`src/hdl/indexed_min_heap_macros.svh`:
```
// Assertion macros for the indexed min-heap. Each expects clk and rst_n in scope.
`ifndef INDEXED_MIN_HEAP_MACROS_SVH
`define INDEXED_MIN_HEAP_MACROS_SVH
`ifndef SYNTH
`define IMH_ASSERT_SAME(label, ante, cons, msg) \
  label: assert property (@(posedge clk) disable iff (!rst_n) (ante) |-> (cons)) \
    else $error(msg);
`define IMH_ASSERT_NEXT(label, ante, cons, msg) \
  label: assert property (@(posedge clk) disable iff (!rst_n) (ante) |=> (cons)) \
    else $error(msg);
`else
`define IMH_ASSERT_SAME(label, ante, cons, msg)
`define IMH_ASSERT_NEXT(label, ante, cons, msg)
`endif
`endif

```
`src/hdl/imh_pkg.sv`:
```
`default_nettype none
package imh_pkg;
  localparam int DEF_CAPACITY  = 64;
  localparam int DEF_PRIO_BITS = 16;
  localparam int KEY_SPACE     = 64;
  localparam int KEY_W         = 6;
  localparam int PORT_PRIO_W   = 16;
  localparam int MAXE_W        = 7;
  localparam logic [MAXE_W-1:0] MAXE_RESET = 7'd64;

  typedef logic [KEY_W-1:0] key_t;
  typedef logic [PORT_PRIO_W-1:0] port_prio_t;

  typedef enum logic [1:0] {
    REQ_PUSH   = 2'd0,
    REQ_POP    = 2'd1,
    REQ_CHANGE = 2'd2,
    REQ_DELETE = 2'd3
  } req_t;

  typedef enum logic [1:0] {
    ST_OK     = 2'd0,
    ST_FULL   = 2'd1,
    ST_EMPTY  = 2'd2,
    ST_NO_KEY = 2'd3
  } status_t;

  typedef enum logic [3:0] {
    S_IDLE, S_LOOKUP, S_TAKE, S_LAST, S_UP_ISSUE, S_UP_CMP, S_DN_ISSUE,
    S_DN_RL, S_DN_RR, S_DN_CMP, S_WRITE, S_FIN, S_HEAD
  } state_t;
endpackage
`default_nettype wire

```
`src/hdl/imh_req_if.sv`:
```
`default_nettype none
interface imh_req_if;
  import imh_pkg::*;
  logic  valid;
  logic  ready;
  req_t  req_type;
  key_t  entry_key;
  port_prio_t entry_priority;
  modport source (output valid, req_type, entry_key, entry_priority, input ready);
  modport sink   (input valid, req_type, entry_key, entry_priority, output ready);
endinterface
`default_nettype wire

```
`src/hdl/imh_rsp_if.sv`:
```
`default_nettype none
interface imh_rsp_if;
  import imh_pkg::*;
  logic       valid;
  logic       ready;
  status_t    status;
  key_t       removed_key;
  port_prio_t removed_priority;
  logic       head_valid;
  key_t       head_key;
  port_prio_t head_priority;
  logic [6:0] entry_count;
  logic [5:0] final_position;
  modport source (output valid, status, removed_key, removed_priority, head_valid,
                  head_key, head_priority, entry_count, final_position, input ready);
  modport sink   (input valid, status, removed_key, removed_priority, head_valid,
                  head_key, head_priority, entry_count, final_position, output ready);
endinterface
`default_nettype wire

```
`src/hdl/indexed_min_heap.sv`:
```
// Indexed binary min-heap of (key, priority) words with a key-to-slot map. Requests on in_ch
// are push, pop of the minimum, change of priority and delete by key; each gives one result
// word on out_ch. One request is in work at a time: in_ch.ready is high only while idle, and
// a result waiting on out_ch does not block the next request until its own result is due.
// The heap slots and the key map sit in single-port-read memories, so the sift runs one slot
// read per cycle: per level, moving up has an issue and a compare state, and moving down an
// issue, a left-child read, a right-child read if that child exists and a compare; around them
// run accept, lookup, removal, write-back and head read, and a result waits in S_FIN until
// out_ch is free. max_entries is at byte address 0 of the cfg port and resets to 64.
`default_nettype none
`include "indexed_min_heap_macros.svh"
module indexed_min_heap #(
  parameter int CAPACITY      = imh_pkg::DEF_CAPACITY,
  parameter int PRIORITY_BITS = imh_pkg::DEF_PRIO_BITS
) (
  input  wire logic        clk,
  input  wire logic        rst_n,
  imh_req_if.sink          in_ch,
  imh_rsp_if.source        out_ch,
  input  wire logic        cfg_psel,
  input  wire logic        cfg_penable,
  input  wire logic        cfg_pwrite,
  input  wire logic [2:0]  cfg_paddr,
  input  wire logic [31:0] cfg_pwdata,
  output logic [31:0]      cfg_prdata,
  output logic             cfg_pready
);
  import imh_pkg::*;

  localparam int SLOT_W = $clog2(CAPACITY);
  localparam int CNT_W  = $clog2(CAPACITY + 1);
  localparam int PB     = PRIORITY_BITS;

  typedef logic [SLOT_W-1:0] slot_t;
  typedef logic [PB-1:0]     prio_t;

  key_t  slot_key_mem [CAPACITY];
  prio_t slot_pri_mem [CAPACITY];
  slot_t key_slot_mem [KEY_SPACE];

  state_t state_r, state_nxt;
  logic [CNT_W-1:0] count_r, count_nxt;
  logic [KEY_SPACE-1:0] present_r, present_nxt;
  logic [MAXE_W-1:0] max_r;
  logic out_valid_r, out_valid_nxt;

  req_t    req_r, req_nxt;
  key_t    key_r, key_nxt;
  prio_t   cur_pri_r, cur_pri_nxt;
  key_t    cur_key_r, cur_key_nxt;
  slot_t   pos_r, pos_nxt;
  slot_t   chpos_r, chpos_nxt;
  key_t    chd_key_r, chd_key_nxt;
  prio_t   chd_pri_r, chd_pri_nxt;
  logic    settle_r, settle_nxt, moved_r, moved_nxt;
  status_t status_r, status_nxt;
  key_t    rm_key_r, rm_key_nxt;
  prio_t   rm_pri_r, rm_pri_nxt;
  slot_t   fpos_r, fpos_nxt;

  status_t    o_status_r, o_status_nxt;
  key_t       o_rm_key_r, o_rm_key_nxt;
  port_prio_t o_rm_pri_r, o_rm_pri_nxt;
  logic       o_hv_r, o_hv_nxt;
  key_t       o_hk_r, o_hk_nxt;
  port_prio_t o_hp_r, o_hp_nxt;
  logic [6:0] o_cnt_r, o_cnt_nxt;
  logic [5:0] o_fpos_r, o_fpos_nxt;

  slot_t rd_addr;
  key_t  rd_key_r;
  prio_t rd_pri_r;
  slot_t ks_rdata_r;
  logic  slot_we;
  slot_t slot_waddr;
  key_t  slot_wkey;
  prio_t slot_wpri;
  logic  ks_we;
  key_t  ks_waddr;
  slot_t ks_wdata;

  logic accept;
  logic out_free;
  logic cfg_wr;
  logic [SLOT_W+1:0] left_idx;
  slot_t parent_idx;
  logic  full;

  assign accept     = in_ch.valid && in_ch.ready;
  assign out_free   = !out_valid_r || out_ch.ready;
  assign cfg_wr     = cfg_psel && cfg_penable && cfg_pwrite && cfg_pready;
  assign left_idx   = {1'b0, pos_r, 1'b1};
  assign parent_idx = slot_t'((pos_r - slot_t'(1)) >> 1);
  assign full       = (32'(count_r) >= 32'(max_r)) || (32'(count_r) >= CAPACITY);

  assign in_ch.ready = (state_r == S_IDLE);
  assign cfg_pready  = 1'b1;
  assign cfg_prdata  = (cfg_paddr[2] == 1'b0) ? {25'd0, max_r} : 32'd0;

  assign out_ch.valid            = out_valid_r;
  assign out_ch.status           = o_status_r;
  assign out_ch.removed_key      = o_rm_key_r;
  assign out_ch.removed_priority = o_rm_pri_r;
  assign out_ch.head_valid       = o_hv_r;
  assign out_ch.head_key         = o_hk_r;
  assign out_ch.head_priority    = o_hp_r;
  assign out_ch.entry_count      = o_cnt_r;
  assign out_ch.final_position   = o_fpos_r;

  // next state
  always_comb begin
    state_nxt = state_r;
    case (state_r)
      S_IDLE: if (accept) state_nxt = S_LOOKUP;
      S_LOOKUP: begin
        if (req_r == REQ_PUSH && !present_r[key_r]) begin
          state_nxt = full ? S_FIN : S_UP_ISSUE;
        end else if (count_r == '0) begin
          state_nxt = S_FIN;
        end else if (req_r == REQ_POP) begin
          state_nxt = S_TAKE;
        end else if (!present_r[key_r] || 32'(ks_rdata_r) >= 32'(count_r)) begin
          state_nxt = S_FIN;
        end else if (req_r == REQ_DELETE) begin
          state_nxt = S_TAKE;
        end else begin
          state_nxt = S_UP_ISSUE;
        end
      end
      S_TAKE: begin
        if (32'(pos_r) == 32'(count_r) - 1) state_nxt = S_FIN;
        else state_nxt = S_LAST;
      end
      S_LAST: state_nxt = S_UP_ISSUE;
      S_UP_ISSUE: begin
        if (pos_r != '0) state_nxt = S_UP_CMP;
        else if (settle_r && !moved_r) state_nxt = S_DN_ISSUE;
        else state_nxt = S_WRITE;
      end
      S_UP_CMP: begin
        if (cur_pri_r < rd_pri_r) state_nxt = S_UP_ISSUE;
        else if (settle_r && !moved_r) state_nxt = S_DN_ISSUE;
        else state_nxt = S_WRITE;
      end
      S_DN_ISSUE: begin
        if (32'(left_idx) >= 32'(count_r)) state_nxt = S_WRITE;
        else state_nxt = S_DN_RL;
      end
      S_DN_RL: begin
        if (32'(left_idx) + 1 < 32'(count_r)) state_nxt = S_DN_RR;
        else state_nxt = S_DN_CMP;
      end
      S_DN_RR:  state_nxt = S_DN_CMP;
      S_DN_CMP: state_nxt = (cur_pri_r > chd_pri_r) ? S_DN_ISSUE : S_WRITE;
      S_WRITE:  state_nxt = S_FIN;
      S_FIN:    if (out_free) state_nxt = S_HEAD;
      S_HEAD:   state_nxt = S_IDLE;
      default:  state_nxt = S_IDLE;
    endcase
  end

  // datapath and memory control
  always_comb begin
    count_nxt     = count_r;
    present_nxt   = present_r;
    out_valid_nxt = out_valid_r && !out_ch.ready;
    req_nxt       = req_r;
    key_nxt       = key_r;
    cur_pri_nxt   = cur_pri_r;
    cur_key_nxt   = cur_key_r;
    pos_nxt       = pos_r;
    chpos_nxt     = chpos_r;
    chd_key_nxt   = chd_key_r;
    chd_pri_nxt   = chd_pri_r;
    settle_nxt    = settle_r;
    moved_nxt     = moved_r;
    status_nxt    = status_r;
    rm_key_nxt    = rm_key_r;
    rm_pri_nxt    = rm_pri_r;
    fpos_nxt      = fpos_r;
    o_status_nxt  = o_status_r;
    o_rm_key_nxt  = o_rm_key_r;
    o_rm_pri_nxt  = o_rm_pri_r;
    o_hv_nxt      = o_hv_r;
    o_hk_nxt      = o_hk_r;
    o_hp_nxt      = o_hp_r;
    o_cnt_nxt     = o_cnt_r;
    o_fpos_nxt    = o_fpos_r;
    rd_addr       = pos_r;
    slot_we       = 1'b0;
    slot_waddr    = pos_r;
    slot_wkey     = cur_key_r;
    slot_wpri     = cur_pri_r;
    ks_we         = 1'b0;
    ks_waddr      = cur_key_r;
    ks_wdata      = pos_r;
    case (state_r)
      S_IDLE: begin
        if (accept) begin
          req_nxt     = in_ch.req_type;
          key_nxt     = in_ch.entry_key;
          cur_key_nxt = in_ch.entry_key;
          cur_pri_nxt = PB'(in_ch.entry_priority);
          status_nxt  = ST_OK;
          rm_key_nxt  = '0;
          rm_pri_nxt  = '0;
          fpos_nxt    = '0;
          settle_nxt  = 1'b1;
          moved_nxt   = 1'b0;
        end
      end
      S_LOOKUP: begin
        if (req_r == REQ_PUSH && !present_r[key_r]) begin
          if (full) begin
            status_nxt = ST_FULL;
          end else begin
            pos_nxt             = slot_t'(count_r);
            count_nxt           = count_r + CNT_W'(1);
            present_nxt[key_r]  = 1'b1;
            settle_nxt          = 1'b0;
          end
        end else if (count_r == '0) begin
          status_nxt = ST_EMPTY;
        end else if (req_r == REQ_POP) begin
          pos_nxt = '0;
          rd_addr = '0;
        end else if (!present_r[key_r] || 32'(ks_rdata_r) >= 32'(count_r)) begin
          status_nxt = ST_NO_KEY;
        end else begin
          pos_nxt = ks_rdata_r;
          rd_addr = ks_rdata_r;
        end
      end
      S_TAKE: begin
        rm_key_nxt            = rd_key_r;
        rm_pri_nxt            = rd_pri_r;
        present_nxt[rd_key_r] = 1'b0;
        count_nxt             = count_r - CNT_W'(1);
        rd_addr               = slot_t'(count_r - CNT_W'(1));
      end
      S_LAST: begin
        cur_key_nxt = rd_key_r;
        cur_pri_nxt = rd_pri_r;
      end
      S_UP_ISSUE: begin
        rd_addr   = parent_idx;
        chpos_nxt = parent_idx;
      end
      S_UP_CMP: begin
        if (cur_pri_r < rd_pri_r) begin
          slot_we   = 1'b1;
          slot_wkey = rd_key_r;
          slot_wpri = rd_pri_r;
          ks_we     = 1'b1;
          ks_waddr  = rd_key_r;
          pos_nxt   = chpos_r;
          moved_nxt = 1'b1;
        end
      end
      S_DN_ISSUE: rd_addr = slot_t'(left_idx);
      S_DN_RL: begin
        chd_key_nxt = rd_key_r;
        chd_pri_nxt = rd_pri_r;
        chpos_nxt   = slot_t'(left_idx);
        rd_addr     = slot_t'(left_idx + 1'b1);
      end
      S_DN_RR: begin
        if (chd_pri_r > rd_pri_r) begin
          chd_key_nxt = rd_key_r;
          chd_pri_nxt = rd_pri_r;
          chpos_nxt   = slot_t'(left_idx + 1'b1);
        end
      end
      S_DN_CMP: begin
        if (cur_pri_r > chd_pri_r) begin
          slot_we   = 1'b1;
          slot_wkey = chd_key_r;
          slot_wpri = chd_pri_r;
          ks_we     = 1'b1;
          ks_waddr  = chd_key_r;
          pos_nxt   = chpos_r;
        end
      end
      S_WRITE: begin
        slot_we = 1'b1;
        ks_we   = 1'b1;
        if (req_r == REQ_PUSH || req_r == REQ_CHANGE) fpos_nxt = pos_r;
      end
      S_FIN: rd_addr = '0;
      S_HEAD: begin
        out_valid_nxt = 1'b1;
        o_status_nxt  = status_r;
        o_rm_key_nxt  = rm_key_r;
        o_rm_pri_nxt  = PORT_PRIO_W'(rm_pri_r);
        o_hv_nxt      = (count_r != '0);
        o_hk_nxt      = (count_r != '0) ? rd_key_r : '0;
        o_hp_nxt      = (count_r != '0) ? PORT_PRIO_W'(rd_pri_r) : '0;
        o_cnt_nxt     = 7'(count_r);
        o_fpos_nxt    = 6'(fpos_r);
      end
      default: ;
    endcase
  end

  always_ff @(posedge clk) begin
    if (!rst_n) begin
      state_r     <= S_IDLE;
      count_r     <= '0;
      present_r   <= '0;
      max_r       <= MAXE_RESET;
      out_valid_r <= 1'b0;
    end else begin
      state_r     <= state_nxt;
      count_r     <= count_nxt;
      present_r   <= present_nxt;
      out_valid_r <= out_valid_nxt;
      if (cfg_wr && cfg_paddr[2] == 1'b0) max_r <= cfg_pwdata[MAXE_W-1:0];
    end
  end

  always_ff @(posedge clk) begin
    req_r      <= req_nxt;
    key_r      <= key_nxt;
    cur_pri_r  <= cur_pri_nxt;
    cur_key_r  <= cur_key_nxt;
    pos_r      <= pos_nxt;
    chpos_r    <= chpos_nxt;
    chd_key_r  <= chd_key_nxt;
    chd_pri_r  <= chd_pri_nxt;
    settle_r   <= settle_nxt;
    moved_r    <= moved_nxt;
    status_r   <= status_nxt;
    rm_key_r   <= rm_key_nxt;
    rm_pri_r   <= rm_pri_nxt;
    fpos_r     <= fpos_nxt;
    o_status_r <= o_status_nxt;
    o_rm_key_r <= o_rm_key_nxt;
    o_rm_pri_r <= o_rm_pri_nxt;
    o_hv_r     <= o_hv_nxt;
    o_hk_r     <= o_hk_nxt;
    o_hp_r     <= o_hp_nxt;
    o_cnt_r    <= o_cnt_nxt;
    o_fpos_r   <= o_fpos_nxt;
  end

  always_ff @(posedge clk) begin
    if (slot_we) begin
      slot_key_mem[slot_waddr] <= slot_wkey;
      slot_pri_mem[slot_waddr] <= slot_wpri;
    end
    rd_key_r <= slot_key_mem[rd_addr];
    rd_pri_r <= slot_pri_mem[rd_addr];
  end

  always_ff @(posedge clk) begin
    if (ks_we) key_slot_mem[ks_waddr] <= ks_wdata;
    if (accept) ks_rdata_r <= key_slot_mem[in_ch.entry_key];
  end

  `IMH_ASSERT_NEXT(a_busy_after_accept, accept, state_r != S_IDLE, "accept left block idle")
  `IMH_ASSERT_SAME(a_count_bound, 1'b1, 32'(count_r) <= CAPACITY, "count beyond capacity")
  `IMH_ASSERT_SAME(a_count_map, 1'b1, 32'(count_r) == $countones(present_r),
                   "count and key map disagree")
  `IMH_ASSERT_SAME(a_head_flag, out_valid_r, o_hv_r == (o_cnt_r != 7'd0),
                   "head flag and count disagree")
endmodule
`default_nettype wire

```
`src/flat_wrapper.sv`:
```
// flat-port wrapper written by rule: the top's interface ports become plain ports
module indexed_min_heap_flat import imh_pkg::*;
#(
  parameter int CAPACITY      = imh_pkg::DEF_CAPACITY,
  parameter int PRIORITY_BITS = imh_pkg::DEF_PRIO_BITS
)
  (clk, rst_n, cfg_psel, cfg_penable, cfg_pwrite, cfg_paddr, cfg_pwdata, cfg_prdata, cfg_pready, in_ch_valid, in_ch_req_type, in_ch_entry_key, in_ch_entry_priority, in_ch_ready, out_ch_valid, out_ch_status, out_ch_removed_key, out_ch_removed_priority, out_ch_head_valid, out_ch_head_key, out_ch_head_priority, out_ch_entry_count, out_ch_final_position, out_ch_ready);
  imh_req_if in_ch_i ();
  imh_rsp_if out_ch_i ();
  input  wire logic clk;
  input  wire logic rst_n;
  input  wire logic cfg_psel;
  input  wire logic cfg_penable;
  input  wire logic cfg_pwrite;
  input  wire logic [2:0] cfg_paddr;
  input  wire logic [31:0] cfg_pwdata;
  output logic [31:0] cfg_prdata;
  output logic cfg_pready;
  input wire logic [$bits(in_ch_i.valid)-1:0] in_ch_valid;
  input wire logic [$bits(in_ch_i.req_type)-1:0] in_ch_req_type;
  input wire logic [$bits(in_ch_i.entry_key)-1:0] in_ch_entry_key;
  input wire logic [$bits(in_ch_i.entry_priority)-1:0] in_ch_entry_priority;
  output wire logic [$bits(in_ch_i.ready)-1:0] in_ch_ready;
  output wire logic [$bits(out_ch_i.valid)-1:0] out_ch_valid;
  output wire logic [$bits(out_ch_i.status)-1:0] out_ch_status;
  output wire logic [$bits(out_ch_i.removed_key)-1:0] out_ch_removed_key;
  output wire logic [$bits(out_ch_i.removed_priority)-1:0] out_ch_removed_priority;
  output wire logic [$bits(out_ch_i.head_valid)-1:0] out_ch_head_valid;
  output wire logic [$bits(out_ch_i.head_key)-1:0] out_ch_head_key;
  output wire logic [$bits(out_ch_i.head_priority)-1:0] out_ch_head_priority;
  output wire logic [$bits(out_ch_i.entry_count)-1:0] out_ch_entry_count;
  output wire logic [$bits(out_ch_i.final_position)-1:0] out_ch_final_position;
  input wire logic [$bits(out_ch_i.ready)-1:0] out_ch_ready;
  assign in_ch_i.valid = in_ch_valid;
  assign in_ch_i.req_type = in_ch_req_type;
  assign in_ch_i.entry_key = in_ch_entry_key;
  assign in_ch_i.entry_priority = in_ch_entry_priority;
  assign in_ch_ready = in_ch_i.ready;
  assign out_ch_valid = out_ch_i.valid;
  assign out_ch_status = out_ch_i.status;
  assign out_ch_removed_key = out_ch_i.removed_key;
  assign out_ch_removed_priority = out_ch_i.removed_priority;
  assign out_ch_head_valid = out_ch_i.head_valid;
  assign out_ch_head_key = out_ch_i.head_key;
  assign out_ch_head_priority = out_ch_i.head_priority;
  assign out_ch_entry_count = out_ch_i.entry_count;
  assign out_ch_final_position = out_ch_i.final_position;
  assign out_ch_i.ready = out_ch_ready;
  indexed_min_heap #(.CAPACITY(CAPACITY), .PRIORITY_BITS(PRIORITY_BITS)) u_core (.clk(clk), .rst_n(rst_n), .in_ch(in_ch_i), .out_ch(out_ch_i), .cfg_psel(cfg_psel), .cfg_penable(cfg_penable), .cfg_pwrite(cfg_pwrite), .cfg_paddr(cfg_paddr), .cfg_pwdata(cfg_pwdata), .cfg_prdata(cfg_prdata), .cfg_pready(cfg_pready));
endmodule
```
`config.mk`:
```
export PLATFORM = sky130hd
export DESIGN_NAME = indexed_min_heap_flat
export DESIGN_NICKNAME = d
export VERILOG_FILES = /design/src/hdl/imh_pkg.sv /design/src/hdl/imh_req_if.sv /design/src/hdl/imh_rsp_if.sv /design/src/hdl/indexed_min_heap.sv /design/src/flat_wrapper.sv
export VERILOG_INCLUDE_DIRS = /design/src /design/src/hdl
export SDC_FILE = /design/constraint.sdc
export NUM_CORES = 2
export LEC_CHECK = 0
export BUFFER_PORTS_ARGS = -buffer_cell sky130_fd_sc_hd__buf_2
export CELL_PAD_IN_SITES_DETAIL_PLACEMENT = 1
export CELL_PAD_IN_SITES_GLOBAL_PLACEMENT = 1
export CORE_MARGIN = 2
export CORE_UTILIZATION = 40
export DETAILED_ROUTE_END_ITERATION = 8
export PLACE_DENSITY_LB_ADDON = 0.1
export SYNTH_ARGS = -nofsm -noshare
export SYNTH_HDL_FRONTEND = slang
export SYNTH_SLANG_ARGS = --single-unit
```
`constraint.sdc`:
```
create_clock -name clk -period 7.16 [get_ports clk]
set_input_delay 1.432 -clock clk [delete_from_list [all_inputs] [get_ports clk]]
set_output_delay 1.432 -clock clk [all_outputs]
set_load 0.01 [all_outputs]
```
# After elaboration in Yosys (flattened, before gate mapping)

Memory sizes are Yosys's and may differ from the RTL's. A register that Yosys moved wholly into a read port is not among the register bits.
Cells that the tools add are included.
W data, S select, Z words.

Add/sub/neg operators: 6
Bitwise operators: 4
$mul: 0
Equal/unequal tests: 28
Shift operators: 0
Div/mod/pow operators: 0
Muxes and demuxes: 81
Order comparisons: 12
Reduce and logical (&&, ||, !) cells: 43

Operators by type and width:

| operator             | count |
|---|---|
| $mux W64             | 2 |
| $pmux W16 S2         | 4 |
| $pmux W64 S2         | 1 |
| $mux W6              | 15 |
| $mux W16             | 5 |
| $and A64 B64 Y64     | 1 |
| $not A64 Y64         | 1 |
| $or A64 B64 Y64      | 1 |
| $pmux W6 S2          | 5 |
| $mux W4              | 13 |
| $pmux W4 S12         | 1 |
| $pmux W6 S3          | 2 |
| $pmux W6 S6          | 1 |
| $eq A6 B32 Y1        | 1 |
| $gt A16 B16 Y1       | 2 |
| $lt A32 B7 Y1        | 1 |
| $mux W7              | 3 |
| $eq A4 B4 Y1 const B | 5 |
| $eq A4 B3 Y1 const B | 4 |
| $lt A16 B16 Y1       | 1 |
| $ge A7 B7 Y1         | 2 |
| $lt A6 B7 Y1 const B | 2 |
| $mux W1              | 14 |
| $pmux W7 S2          | 1 |
| 41 further kinds     | 86 |

Output and inout port bits: 95
ROM bits: 0
Bits of input ports: 66
Memory bits (writable): 1792
Memories kept: 3
Register bits after elaboration: 239
Bits in latches: 0

Memories:

| memory              | words | bits a word | rd ports | clocked after Yosys merged registers in | wr ports | line                   | text |
|---|---|---|---|---|---|---|---|
| u_core.slot_pri_mem | 64    | 16          | 1        | 1                                       | 1        | indexed_min_heap.sv:38 | `prio_t slot_pri_mem [CAPACITY];` |
| u_core.key_slot_mem | 64    | 6           | 1        | 1                                       | 1        | indexed_min_heap.sv:39 | `slot_t key_slot_mem [KEY_SPACE];` |
| u_core.slot_key_mem | 64    | 6           | 1        | 1                                       | 1        | indexed_min_heap.sv:37 | `key_t slot_key_mem [CAPACITY];` |

# Logic depth before layout (Yosys ltp)

Depth in word-level cells: 9
Gate-level depth with buffers: 19
Mapped depth without buffers: 15

# Worst setup path after synthesis

No wires, ideal clock.

Path kind: register to register
Start point: register u_core.cur_pri_r[3]
End point: memory u_core.slot_key_mem[48][0] (netlist bit) (enable)
Path buffers: 1
Cell stages (with the launch flop): 14
Data arrival time: 4.748 ns
Clock period less this slack: 5.205 ns
Setup time: 0.458 ns
Path slack: 1.955 ns
Path through: edfxtp_1 > ha_1 > nand3_1 > o221ai_1 > a21o_1 > a21o_1 > a21oi_1 > o2111a_1 > o21bai_1 > o311ai_1 > clkbuf_1 > nand2_1 > nand4b_1 > nor4_1

Word-level cells in the longest chain between the ends: 5
Elaborated cells between the ends (all ways): 7

Ends and longest elaborated chain:

| element                                                 | line                                             | text |
|---|---|---|
| start: declaration                                      | indexed_min_heap.sv:49                           | `prio_t cur_pri_r, cur_pri_nxt;` |
| start signal: assignment                                | indexed_min_heap.sv:324                          | `cur_pri_r <= cur_pri_nxt;` |
| $gt A16 B16 Y1 / $lt A16 B16 Y1 (equally long branches) | indexed_min_heap.sv:275, indexed_min_heap.sv:250 |  |
| $mux W1, on equally long branches                       | indexed_min_heap.sv:275, indexed_min_heap.sv:250 |  |
| $pmux W1 S3 (*)                                         | indexed_min_heap.sv:197                          | `case (state_r)` |
| $mux W1 (*)                                             | indexed_min_heap.sv:347                          | `if (slot_we) begin` |
| $mux W1 (implied by the code) (*)                       | indexed_min_heap.sv:348                          | `slot_key_mem[slot_waddr] <= slot_wkey;` |
| end: declaration                                        | indexed_min_heap.sv:37                           |  |

Every way passes the cells marked *; elsewhere a longest branch is shown, timed or not.

# Final worst setup path

Start point: register u_core.key_r[2]
End point: register u_core.rd_pri_r[14], read port of u_core.slot_pri_mem

Word-level cells in the longest chain between the ends: 9
Elaborated cells between the ends (all ways): 10

Ends and longest elaborated chain:

| element                           | line                                             | text |
|---|---|---|
| start: declaration                | indexed_min_heap.sv:48                           | `key_t key_r, key_nxt;` |
| start signal: assignment          | indexed_min_heap.sv:323                          | `key_r <= key_nxt;` |
| $bmux W1 S6 (*)                   | indexed_min_heap.sv:213, indexed_min_heap.sv:227 |  |
| $mux W1 (implied by the code) (*) | indexed_min_heap.sv:213, indexed_min_heap.sv:227 |  |
| $logic_not A1 Y1 (*)              | indexed_min_heap.sv:213, indexed_min_heap.sv:227 |  |
| $logic_or A1 B1 Y1                | indexed_min_heap.sv:227                          | `end else if (!present_r[key_r] \|\| 32'(ks_rdata_r) >= 32'(count_r)) begin` |
| $mux W6                           | indexed_min_heap.sv:227                          |  |
| $mux W6                           | indexed_min_heap.sv:224                          | `end else if (req_r == REQ_POP) begin` |
| $mux W6                           | indexed_min_heap.sv:222                          | `end else if (count_r == '0) begin` |
| $mux W6 (*)                       | indexed_min_heap.sv:213                          | `if (req_r == REQ_PUSH && !present_r[key_r]) begin` |
| $pmux W6 S6 (*)                   | indexed_min_heap.sv:197                          |  |
| end: declaration                  | indexed_min_heap.sv:72                           | `prio_t rd_pri_r;` |

Every way passes the cells marked *; elsewhere a longest branch is shown, timed or not. The select of a mux whose other input is x is not followed.
A chain may end at the register's enable or synchronous reset.

==> results.cfg <==
[outcome]
status = finished clean

[grt]
grt_busiest_layer = met2
grt_overflow = 0
grt_usage = 0.243
use_met2 = 0.387
grt_pass1_vias = 53700
antenna_found_initial = 16
grt_pass1_wl_mm = 377
grt_util_met1 = 0.351
grt_util_met3 = 0.0327
grt_max_degree = 104

[setup_path]
worstSetupPathType = reg -> reg
critPathMaxStageDelay_ps = 1080
arrival_ps = 6900
cp.buffers_inverters = 3
cp.required_ps = 7980
critPathMaxFanout = 30
critical_path.top_delay_family = simple AND/OR/NAND/NOR gates
cp-end-kind = flop
crit_top_cell = buf_4
cp_cell_sequence = buf_4, mux2_2, or3_1, nand4_1, and4_1, a21oi_4, o311ai_1, nand2_4, buf_12, buf_4, nand3_1, a21oi_1, nor4_1, a22o_1
critPathSlowestCell = nor4_1
startpoint_type = flop

[floorplanning]
die_x_um = 461
core_um2 = 207000
start_util = 0.403
die_area_um2 = 213000
ioPinCount = 161
num_rows = 167
die_y_um = 461

[final_layout]
fillerInstances = 20800
drive_gt1_frac = 0.142
area_growth_pct = 14.0
nets = 6523
multi_input_area_um2 = 21100
seqCellArea_um2 = 60800

[timing]
setup_violations = 0
report.final.slew_viol_count = 0
fmax_mhz = 164
relSlewSlack = 0.0677
finalHoldViolations = 0
clock-skew-final_ps = 47.1
worstMarginPinSlew_ps = 1390
min_period_ps = 6080
finalCritPeriodShare = 0.849
rsz0062_at_grt = no
setup_tns_ps = 0

[route]
drt_iter0_drc = 4901
ant_nets = 0
drc = 0
drt-total-wl_mm = 259
detail_route.wl_per_cell_um = 27.7
vias_per_cell = 5.61
num_vias = 52500
dr.pass1.iters = 6

[synthesis]
yosysSeqAreaShare = 0.726
dominantRegCellSynth = edfxtp_1
async_flop_share = 0
syn-instance-count = 6165
ys_types = 78
syn_area_um2 = 83700
synth_edf_count = 1954
ys_ff_latch = 2059
syn-mean-instance-area_um2 = 13.6
yosys_warnings = 0

[place]
port_buffers = 107
place_congestion = 0.831
hpwl_mm = 154

[clocking]
cts_max_level = 4
ctsHoldBuffers = 0
clock_latency_ps = 880
cts_resized = 0
clk_path_buf_depth = 3
cts_setup_buffers = 0
tritoncts = built
cts.sinks = 2059
cts_buffers = 218
clkTransAtPathRegs_ps = 60
clockRootBuffer = clkbuf_16

[job]
drv_cap = 0

[min_path]
min_path_type = reg -> reg
sequential cells by signal (all words and copies together) (netlist names), 16 cells and up:
register	flops
u_core.slot_pri_mem	1024
u_core.cur_pri_r	16
u_core.rd_pri_r	16
u_core.present_r	64
u_core.slot_key_mem	384
u_core.key_slot_mem	384
u_core.chd_pri_r	16
u_core.out_ch.head_priority	16
u_core.out_ch.removed_priority	16
u_core.rm_pri_r	16
worst paths after layout:
path | startpoint | end | slack, ps | depth (start not counted)
setup reg to reg | u_core.key_r[2]$_DFFE_PP_ | u_core.rd_pri_r[14]$_DFF_P_ | 1080 | 14
hold reg to reg | u_core.rm_pri_r[0]$_SDFFCE_PN0P_ | u_core.out_ch.removed_priority[0]$_DFFE_PP_ | 420 | 0
hold / removal | u_core.rm_pri_r[0]$_SDFFCE_PN0P_ | u_core.out_ch.removed_priority[0]$_DFFE_PP_ | 420 | 0
setup / recovery | u_core.key_r[2]$_DFFE_PP_ | u_core.rd_pri_r[14]$_DFF_P_ | 1080 | 14
worst reg2reg max path, stage by stage (launching register included):
cell and delay (ps):
edfxtp_1 830, buf_4 370, mux2_2 350, or3_1 300
nand4_1 150, and4_1 480, a21oi_4 190, o311ai_1 810
nand2_4 460, buf_12 370, buf_4 260, nand3_1 80
a21oi_1 80, nor4_1 1080, a22o_1 250
area by class of cell:
cell class	count	share of cell area
timing repair buffer	359	0.0293
multi-input combinational	3655	0.221
sequential	2059	0.637
clock inverter	117	0.0117
antenna	5	0.000131
inverter	88	0.00346
clock buffer	287	0.0607
tap	2788	0.0365
cells by family after synthesis:
kind of cell | share of synthesized area
AO/OA/AOI/OAI | 0.0521
XOR/XNOR | 0.00272
adder cells (fa/ha/maj) | 0.0114
buffers and inverters | 0.0258
flip-flops | 0.726
multiplexers | 0.0424
other | 0.0000897
AND/OR/NAND/NOR | 0.139
metal layers:
metal	wire [um]	vias up	part of all wire
met1	118000	27500	0.46
met5	47	-	0.00018
met3	13300	315	0.051
met2	122000	1379	0.47
li1	-	23300	-
met4	6260	6	0.024
cells in the mapped netlist (47+ instances only):
library cell | number | area (um^2)
o21ai_0 | 101 | 505
a41oi_1 | 47 | 412
buf_2 | 124 | 621
a21boi_0 | 53 | 398
a21oi_1 | 174 | 871
and3_1 | 105 | 657
nor4_1 | 58 | 363
nand3_1 | 559 | 2800
ha_1 | 76 | 951
mux4_2 | 130 | 2930
clkbuf_1 | 176 | 661
dfxtp_1 | 105 | 2100
inv_1 | 82 | 308
nand2_1 | 1553 | 5830
edfxtp_1 | 1954 | 58700
nor2_1 | 197 | 739
a31oi_1 | 97 | 607
nand4_1 | 63 | 394
o22ai_1 | 47 | 294
through the flow:
step	util	cell area [um^2]	std cells	hold slack, ps	setup slack (ps)
6_report	0.460	95400	9358	416	1080
5_1_grt	0.460	95400	9354	425	912
4_1_cts	0.460	95400	9353	421	1270
3_5_place_dp	0.427	88500	8949	408	1230
3_3_place_gp	0.427	88500	8949	403	1310
2_1_floorplan	-	83800	6189	400	1950
placed cells by master (no fill, tap or decap), drive strengths merged, types with 6 or more instances in the layout:
cell type  netlist  routed
dfxtp          105     105
a21o            20      20
o21ai          103     103
xnor2           22      22
nor2           201     201
nor4            61      61
and3           105     105
nor3            28      28
mux2            25      25
inv             83      90
ha              76      76
o21a            15      15
a22oi           11      11
a31oi           97      97
a222oi          20      20
o31ai            6       6
a22o            24      24
o22ai           47      47
a21boi          61      61
nand4           63      63
a41oi           47      47
conb             2      26
nor2b           37      37
nand2         1553    1553
nand3          559     559
clkbuf         176     287
and2            19      19
a21oi          175     175
buf            211     359
mux2i           34      34
mux4           130     130
nand2b          20      20
clkinv           5      95
bufinv           0      15
edfxtp        1954    1954
Power is not shown: default switching activity piles up to over one toggle a cycle in this logic, so the estimate is an artifact.
